File: config.mk
export PLATFORM = sky130hd
export DESIGN_NAME = clifford_geometric_product
export DESIGN_NICKNAME = d
export VERILOG_FILES = /design/src/rtl/core/cgp_pkg.sv /design/src/rtl/core/clifford_geometric_product.sv /design/src/rtl/core/cgp_mac.sv
export SDC_FILE = /design/constraint.sdc
export NUM_CORES = 2
export LEC_CHECK = 0
export BUFFER_PORTS_ARGS = -buffer_cell sky130_fd_sc_hd__buf_2
export CAP_MARGIN = 20
export CORE_ASPECT_RATIO = 1.1
export CORE_MARGIN = 1
export CORE_UTILIZATION = 54
export CTS_CLUSTER_DIAMETER = 40
export DETAILED_ROUTE_END_ITERATION = 12
export GPL_TIMING_DRIVEN = 0
export PLACE_DENSITY_LB_ADDON = 0.3
export SLEW_MARGIN = 15
export SYNTH_ARGS = -nofsm -noshare
export SYNTH_HDL_FRONTEND = slang
export SYNTH_SLANG_ARGS = --single-unit
File: constraint.sdc
create_clock -name clock -period 19.85 [get_ports clock]
set_clock_uncertainty 0.05 [all_clocks]
set_input_delay 2.9775 -clock clock [delete_from_list [all_inputs] [get_ports clock]]
set_output_delay 2.9775 -clock clock [all_outputs]
set_load 0.005 [all_outputs]
File: src/rtl/core/cgp_pkg.sv
// Package for the Clifford geometric product block: sizes, register and class codes,
// blade class filter, reorder sign and Q16.16 rounding/saturation helpers.
// No dependencies.
`default_nettype none
package cgp_pkg;

   localparam int DIM        = 4;
   localparam int BLADES     = 1 << DIM;
   localparam int COMP_WIDTH = 32;
   localparam int FRAC_BITS  = 16;
   localparam int ACC_W      = 64;
   localparam int Q_W        = ACC_W - FRAC_BITS + 1;
   localparam int CFG_W      = 3;
   localparam int REQ_DATA_W = ((DIM + 2 * COMP_WIDTH + 7) / 8) * 8;
   localparam int RSP_DATA_W = ((DIM + COMP_WIDTH + 7) / 8) * 8;
   localparam int ADDR_W     = 4;

   // register indexes
   localparam logic [1:0] REG_NEG_AXIS     = 2'd0;
   localparam logic [1:0] REG_FIRST_CLASS  = 2'd1;
   localparam logic [1:0] REG_SECOND_CLASS = 2'd2;
   localparam logic [1:0] REG_RESULT_CLASS = 2'd3;

   // class codes
   localparam logic [CFG_W-1:0] CLS_ALL      = 3'd0;
   localparam logic [CFG_W-1:0] CLS_EVEN     = 3'd1;
   localparam logic [CFG_W-1:0] CLS_ODD      = 3'd2;
   localparam logic [CFG_W-1:0] CLS_SCALAR   = 3'd3;
   localparam logic [CFG_W-1:0] CLS_ROTATION = 3'd4;
   localparam logic [CFG_W-1:0] CLS_GRADE1   = 3'd5;
   localparam logic [CFG_W-1:0] CLS_POINCARE = 3'd6;

   localparam logic [DIM-1:0] TOP_AXIS = DIM'(1 << (DIM - 1));

   typedef struct packed {
      logic clear;
      logic valid;
      logic neg;
   } mac_ctrl_type;

   function automatic logic class_pass(input logic [CFG_W-1:0] cls, input logic [DIM-1:0] b);
      logic [DIM-1:0] t;
      logic           par;
      logic           one;
      logic           one_t;
      t     = b ^ TOP_AXIS;
      par   = ^b;
      one   = $onehot(b);
      one_t = $onehot(t);
      case (cls)
         CLS_EVEN:     class_pass = !par;
         CLS_ODD:      class_pass = par;
         CLS_SCALAR:   class_pass = (b == '0);
         CLS_ROTATION: class_pass = !par && (b < TOP_AXIS);
         CLS_GRADE1:   class_pass = one;
         CLS_POINCARE: class_pass = one_t;
         default:      class_pass = 1'b1;
      endcase
   endfunction

   function automatic logic sign_negative(input logic [DIM-1:0] a, input logic [DIM-1:0] b,
                                          input logic [CFG_W-1:0] neg_axis);
      logic [DIM-1:0] m;
      logic           par;
      par = 1'b0;
      for (int k = 0; k < DIM; k++) begin
         m = DIM'((1 << k) - 1);
         if (b[k]) begin
            par = par ^ (^(a & m));
            if ((neg_axis == CFG_W'(k)) && a[k]) par = ~par;
         end
      end
      sign_negative = par;
   endfunction

   function automatic logic signed [COMP_WIDTH-1:0] finish_round(input logic signed [ACC_W-1:0] acc);
      logic signed [Q_W-1:0] q;
      logic signed [Q_W-1:0] hi;
      logic signed [Q_W-1:0] lo;
      hi = $signed({{(Q_W - COMP_WIDTH + 1){1'b0}}, {(COMP_WIDTH - 1){1'b1}}});
      lo = $signed({{(Q_W - COMP_WIDTH + 1){1'b1}}, {(COMP_WIDTH - 1){1'b0}}});
      q  = $signed({acc[ACC_W-1], acc[ACC_W-1:FRAC_BITS]})
         + $signed({{(Q_W - 1){1'b0}}, acc[FRAC_BITS-1]});
      if (q > hi)      finish_round = hi[COMP_WIDTH-1:0];
      else if (q < lo) finish_round = lo[COMP_WIDTH-1:0];
      else             finish_round = q[COMP_WIDTH-1:0];
   endfunction

endpackage
`default_nettype wire

File: src/rtl/core/clifford_geometric_product.sv
// Clifford geometric product, top level: CSR port, operand stores, term sequencer.
// Depends on cgp_pkg and cgp_mac.
// Sequencing: request items are taken only while idle; after the final item each of the 16
// product blades is built from 16 term slots through the one shared MAC, then drained and
// emitted, and the result side can stall the emit before the next blade starts.
// Reset: synchronous, clears config to defaults, sequencer to idle, accumulator to zero.
`default_nettype none
module clifford_geometric_product (
   input  wire                                clock,
   input  wire                                reset,
   // req_tdata: blade_index[3:0], first_value[35:4], second_value[67:36], zero pad
   input  wire                                req_tvalid,
   output logic                               req_tready,
   input  wire [cgp_pkg::REQ_DATA_W-1:0]      req_tdata,
   input  wire                                req_tlast,
   // rsp_tdata: out_index[3:0], out_value[35:4], zero pad
   output logic                               rsp_tvalid,
   input  wire                                rsp_tready,
   output logic [cgp_pkg::RSP_DATA_W-1:0]     rsp_tdata,
   output logic                               rsp_tlast,
   input  wire                                csr_psel,
   input  wire                                csr_penable,
   input  wire                                csr_pwrite,
   input  wire [cgp_pkg::ADDR_W-1:0]          csr_paddr,
   input  wire [31:0]                         csr_pwdata,
   output logic [31:0]                        csr_prdata,
   output logic                               csr_pready
);
   import cgp_pkg::*;

   typedef enum logic [3:0] {
      S_IDLE  = 4'b0001,
      S_RUN   = 4'b0010,
      S_DRAIN = 4'b0100,
      S_EMIT  = 4'b1000
   } state_type;

   state_type                      state_ff, state_in;
   logic [CFG_W-1:0]               neg_axis_ff, first_cls_ff, second_cls_ff, result_cls_ff;
   logic signed [COMP_WIDTH-1:0]   first_mem [BLADES];
   logic signed [COMP_WIDTH-1:0]   second_mem [BLADES];
   logic signed [COMP_WIDTH-1:0]   a_rd_ff, b_rd_ff;
   logic                           t1_valid_ff, t1_neg_ff;
   logic [DIM-1:0]                 k_ff, k_in, i_ff, i_in, j_idx;
   logic signed [COMP_WIDTH-1:0]   out_value_ff;
   logic                           issue, term_ok, req_fire, csr_wr;
   mac_ctrl_type                   ctrl;
   logic signed [ACC_W-1:0]        acc;
   logic                           mac_busy;

   assign csr_pready = 1'b1;
   assign csr_wr     = csr_psel & csr_penable & csr_pwrite;

   always_ff @(posedge clock) begin
      if (reset) begin
         neg_axis_ff   <= CFG_W'(DIM);
         first_cls_ff  <= CLS_ALL;
         second_cls_ff <= CLS_ALL;
         result_cls_ff <= CLS_ALL;
      end else if (csr_wr) begin
         unique case (csr_paddr[3:2])
            REG_NEG_AXIS:     neg_axis_ff   <= csr_pwdata[CFG_W-1:0];
            REG_FIRST_CLASS:  first_cls_ff  <= csr_pwdata[CFG_W-1:0];
            REG_SECOND_CLASS: second_cls_ff <= csr_pwdata[CFG_W-1:0];
            REG_RESULT_CLASS: result_cls_ff <= csr_pwdata[CFG_W-1:0];
            default: ;
         endcase
      end
   end

   always_comb begin
      unique case (csr_paddr[3:2])
         REG_NEG_AXIS:     csr_prdata = {29'b0, neg_axis_ff};
         REG_FIRST_CLASS:  csr_prdata = {29'b0, first_cls_ff};
         REG_SECOND_CLASS: csr_prdata = {29'b0, second_cls_ff};
         REG_RESULT_CLASS: csr_prdata = {29'b0, result_cls_ff};
         default:          csr_prdata = '0;
      endcase
   end

   assign req_tready = (state_ff == S_IDLE);
   assign req_fire   = req_tvalid & req_tready;
   assign issue      = (state_ff == S_RUN);
   assign j_idx      = i_ff ^ k_ff;
   assign term_ok    = class_pass(result_cls_ff, k_ff) && class_pass(first_cls_ff, i_ff)
                       && class_pass(second_cls_ff, j_idx);

   always_ff @(posedge clock) begin
      if (req_fire) begin
         first_mem[req_tdata[DIM-1:0]]  <= req_tdata[DIM +: COMP_WIDTH];
         second_mem[req_tdata[DIM-1:0]] <= req_tdata[DIM + COMP_WIDTH +: COMP_WIDTH];
      end
      a_rd_ff   <= first_mem[i_ff];
      b_rd_ff   <= second_mem[j_idx];
      t1_neg_ff <= sign_negative(i_ff, j_idx, neg_axis_ff);
      if (reset) t1_valid_ff <= 1'b0;
      else       t1_valid_ff <= issue & term_ok;
   end

   always_comb begin
      state_in   = state_ff;
      k_in       = k_ff;
      i_in       = i_ff;
      ctrl.clear = 1'b0;
      ctrl.valid = t1_valid_ff;
      ctrl.neg   = t1_neg_ff;
      unique case (state_ff)
         S_IDLE: begin
            if (req_fire && req_tlast) begin
               state_in   = S_RUN;
               k_in       = '0;
               i_in       = '0;
               ctrl.clear = 1'b1;
            end
         end
         S_RUN: begin
            i_in = i_ff + 1'b1;
            if (i_ff == DIM'(BLADES - 1)) state_in = S_DRAIN;
         end
         S_DRAIN: begin
            if (!t1_valid_ff && !mac_busy) state_in = S_EMIT;
         end
         S_EMIT: begin
            if (rsp_tready) begin
               if (k_ff == DIM'(BLADES - 1)) begin
                  state_in = S_IDLE;
               end else begin
                  state_in   = S_RUN;
                  k_in       = k_ff + 1'b1;
                  i_in       = '0;
                  ctrl.clear = 1'b1;
               end
            end
         end
         default: state_in = S_IDLE;
      endcase
   end

   always_ff @(posedge clock) begin
      if (reset) begin
         state_ff <= S_IDLE;
         k_ff     <= '0;
         i_ff     <= '0;
      end else begin
         state_ff <= state_in;
         k_ff     <= k_in;
         i_ff     <= i_in;
      end
      if (state_ff == S_DRAIN) out_value_ff <= finish_round(acc);
   end

   cgp_mac u_mac (
      .clock (clock),
      .reset (reset),
      .ctrl  (ctrl),
      .a_val (a_rd_ff),
      .b_val (b_rd_ff),
      .acc   (acc),
      .busy  (mac_busy)
   );

   assign rsp_tvalid = (state_ff == S_EMIT);
   assign rsp_tdata  = {{(RSP_DATA_W - DIM - COMP_WIDTH){1'b0}}, out_value_ff, k_ff};
   assign rsp_tlast  = (k_ff == DIM'(BLADES - 1));
endmodule
`default_nettype wire

File: src/rtl/core/cgp_mac.sv
// Shared multiply-accumulate unit: registered signed product, then saturating
// 64-bit accumulate with optional negation. Depends on cgp_pkg.
`default_nettype none
module cgp_mac (
   input  wire                                   clock,
   input  wire                                   reset,
   input  wire cgp_pkg::mac_ctrl_type            ctrl,
   input  wire logic signed [cgp_pkg::COMP_WIDTH-1:0] a_val,
   input  wire logic signed [cgp_pkg::COMP_WIDTH-1:0] b_val,
   output logic signed [cgp_pkg::ACC_W-1:0]      acc,
   output logic                                  busy
);
   import cgp_pkg::*;

   logic signed [ACC_W-1:0] prod_full;
   logic signed [ACC_W-1:0] prod_ff;
   logic                    neg_ff;
   logic                    pv_ff;
   logic signed [ACC_W-1:0] acc_ff;
   logic signed [ACC_W-1:0] acc_in;
   logic signed [ACC_W-1:0] term;
   logic        [ACC_W:0]   sum;

   assign prod_full = a_val * b_val;

   always_comb begin
      term = neg_ff ? -prod_ff : prod_ff;
      sum  = {acc_ff[ACC_W-1], acc_ff} + {term[ACC_W-1], term};
      if (sum[ACC_W] != sum[ACC_W-1]) begin
         acc_in = sum[ACC_W] ? {1'b1, {(ACC_W - 1){1'b0}}} : {1'b0, {(ACC_W - 1){1'b1}}};
      end else begin
         acc_in = sum[ACC_W-1:0];
      end
   end

   always_ff @(posedge clock) begin
      prod_ff <= prod_full;
      neg_ff  <= ctrl.neg;
      if (reset) begin
         pv_ff  <= 1'b0;
         acc_ff <= '0;
      end else begin
         pv_ff <= ctrl.valid;
         if (ctrl.clear)  acc_ff <= '0;
         else if (pv_ff)  acc_ff <= acc_in;
      end
   end

   assign acc  = acc_ff;
   assign busy = pv_ff;
endmodule
`default_nettype wire
==> out/metrics.cfg <==
[placement]
pre_cts_slack_ns = 9.94
buffer_ports.inserted = 120
detailedPlacementHpwl_um = 211000
post-place-cells = 9507
gp_congestion = 1.02

[critical_path]
category_of_the_most_critical_setup_path = flop to flop
critical_path.startpoint = a_rd_ff[12]
timing.critical_path.required_ns = 20.48
timing.critical_path.fanout_max = 10
type_of_element_launching_the_critical_path = flop
crit-reg2reg-launch = a_rd_ff[12]
worst-endpoint-arrival_ns = 10.85
cp-end-kind = flop

[worst_hold_path]
startpoint_of_the_lowest_slack_hold_path = t1_neg_ff
hold_class = flop to flop

[route]
dr.pass1.iters = 5
avgViaCountPerCell = 6.04
remaining_drc_errors = 0
vias = 59307
drt_first_iter_violations = 5637
ant_nets = 0
drt-wirelength-per-cell_um = 28.8
totalWireLength_um = 283000

[floorplanning]
floorplan.initialDensity = 0.546
num_rows = 155
die_h_um = 428
core_region_area_um2 = 163000
die_width_um = 389
io-pin-count = 192
die-area_um2 = 166000

[logic_synthesis]
synth.distinct_cells = 78
ys_warn_count = 0
yosys_register_bits = 1276
main_combinational_cell_family_by_area_after_synthesis = adder cells
synth-adder-area-share = 0.284
yosys.area_share.simple = 0.0946
synth_xor_area_frac = 0.0244
ys_seq_area_frac = 0.406
post_synth.cell_area_avg_um2 = 12.5
number_of_synthesized_flops_with_an_enable_pin = 1056
synthFlopType = edfxtp_1
post_synthesis_instance_area_um2 = 88900
synth_compound_area_frac = 0.0561
post_synth_inst_count = 7144
synthArstFlopShare = 0
muxShareOfSynthArea = 0.0739

[layout]
final_layout_size_suffix_gt1_frac = 0.104
area_growth_pct = 11.7
stdcell_count = 9824
design.final.nets = 9033

[flow_run]
max_cap_violations = 0

[timing]
number_of_setup_violations_in_the_final_report = 0
timing.setup.tns_ns = 0
hold_viol_final = 0
worst_slew_margin_rel = 0.138
post-route-period-util = 0.515
rsz_0062_raised_after_global_routing = no
timing.final.crit_period_ns = 10.23
slew_viol_final = 0
worst-slew-pin-transition_ns = 1.29
setup_ws_ns = 9.62
max_clock_freq_mhz = 97.8

[clock_network]
clkSinkCount = 1276
clock_tree_from_tritoncts = built
clock_tree.htree_level_count = 4
clkLatencyLatePin_ns = 0.83
clkTransAtPathRegs_ns = 0.06
cts_inserted_buffers = 154
cts_buffer_depth = 3
cts-root-buf = clkbuf_16
post_cts_setup_inserts = 0
post_cts.resized_instances = 0
total_of_hold_buffers_inserted_after_clock_tree_synthesis = 0

[grt]
number_of_global_route_vias_before_repair = 61908
gr-total-overflow = 0
gr-usage-all-layers = 0.345
number_of_antenna_violations_at_the_first_check_in_global_routing = 38
pin_count_of_the_biggest_net_entering_global_routing = 34
grt_first_pass_wirelength_um = 411000

[outcome]
status = complete, no violations

## cell usage in the layout (no fill, tap or decap), types with 24 or more instances in the layout
| cell type | synthesis | routed |
|---|---|---|
| xnor2_1 | 180 | 180 |
| nor2_1 | 180 | 168 |
| dfxtp_1 | 220 | 220 |
| nand3_1 | 52 | 52 |
| buf_4 | 34 | 70 |
| mux4_2 | 227 | 227 |
| a22oi_1 | 32 | 32 |
| mux2i_1 | 144 | 144 |
| nor3_1 | 36 | 31 |
| inv_1 | 1005 | 1004 |
| a21o_1 | 58 | 58 |
| a221oi_1 | 69 | 68 |
| edfxtp_1 | 1056 | 1056 |
| a21oi_1 | 216 | 216 |
| xor2_1 | 68 | 67 |
| o31ai_1 | 26 | 26 |
| ha_1 | 269 | 269 |
| nor2b_1 | 42 | 42 |
| buf_2 | 1 | 121 |
| nand4_1 | 40 | 40 |
| nand2b_1 | 24 | 24 |
| nand2_1 | 659 | 659 |
| and2_1 | 530 | 530 |
| o21ai_0 | 231 | 231 |
| and3_1 | 31 | 31 |
| clkbuf_1 | 337 | 350 |
| fa_1 | 1092 | 1091 |
| buf_12 | 0 | 29 |
| clkbuf_16 | 0 | 155 |
| conb_1 | 2 | 34 |
## per-stage QoR
step                       util  area, µm²  hold slack, ns
final                     0.610      99300           0.432
after global routing      0.610      99300           0.427
after CTS                 0.608      99100           0.416
after detailed placement  0.576      93800           0.397
after global placement    0.567      92300           0.391
after floorplan               -      89100           0.260
## cell type report
class	count	area (µm²)
Inverter	1008	3780
Buffer	398	1640
Fill cell	12609	63600
Multi-Input combinational cell	4494	47700
Timing Repair Buffer	224	2120
Sequential cell	1276	36100
Clock buffer	186	4090
Antenna cell	20	50.0
Clock inverter	99	1210
Tap cell	2119	2650
## final timing paths
check | to | slack (ns) | depth (start not counted)
max | u_mac.prod_ff[62] | 9.62 | 25
min | u_mac.neg_ff | 0.43 | 0
max reg2reg | u_mac.prod_ff[62] | 9.62 | 25
min reg2reg | u_mac.neg_ff | 0.43 | 0
## Yosys cell counts, drive strengths merged (28+ instances only)
master / n / area share
nand3: 52 / 0.0029
nor3: 37 / 0.0021
ha: 269 / 0.038
and3: 31 / 0.0022
clkbuf: 337 / 0.014
nor2: 180 / 0.0076
a22oi: 32 / 0.0027
nand2: 659 / 0.028
inv: 1006 / 0.042
a21oi: 216 / 0.012
xnor2: 180 / 0.018
mux2i: 144 / 0.016
edfxtp: 1056 / 0.36
nand4: 40 / 0.0028
fa: 1092 / 0.25
mux4: 227 / 0.057
a21o: 58 / 0.0049
o31ai: 28 / 0.0026
dfxtp: 220 / 0.050
buf: 61 / 0.0040
xor2: 68 / 0.0067
nor2b: 42 / 0.0030
a221oi: 69 / 0.0068
and2: 530 / 0.037
o21ai: 233 / 0.013
## flip-flops by register name (all words and copies together), names as in the netlist, 4 cells and up
| name | count |
|---|---|
| a_rd_ff | 32 |
| k_ff | 4 |
| first_mem | 512 |
| out_value_ff | 32 |
| u_mac.prod_ff | 64 |
| state_ff | 4 |
| second_mem | 512 |
| u_mac.acc | 64 |
| b_rd_ff | 32 |
| i_ff | 4 |
## kinds of logic (layout without fill, tap and decap cells)
logic type                 after synthesis  in the layout
adders and majority gates             1365           1365
xor gates and xnor gates               248            248
muxes                                  373            373
AOI/OAI and AO/OA                      793            793
DFF                                   1276           1276
buffers and inverters                 1406           1915
other                                    2             54
and+or+nand+nor                       1681           1681
## metal layers
layer	share of wire	track usage	vias to the layer above
li1	-	-	24800
met3	0.089	0.0743	801
met2	0.48	0.572	3168
met1	0.36	0.417	30506
met4	0.067	0.204	32
met5	0.00071	0	-
## critical path, cell delays in order (launching register included)
cell       delay, ns
dfxtp_1         0.71
clkbuf_1        0.91
nand2_1         0.20
fa_1            0.58
inv_1           0.06
fa_1            0.44
fa_1            0.50
inv_1           0.05
fa_1            0.47
inv_1           0.06
fa_1            0.48
fa_1            0.61
fa_1            0.44
fa_1            0.49
ha_1            0.41
nand3_1         0.18
nor2_1          0.29
nand4_1         0.51
a2111oi_0       0.82
nor3_1          0.27
o41ai_1         0.61
nor4_1          0.13
o211ai_1        0.34
a311o_1         0.22
a21oi_1         0.08
xnor2_1         0.13
Power is not shown: default switching activity piles up to over one toggle a cycle in this logic, so the estimate is an artifact.
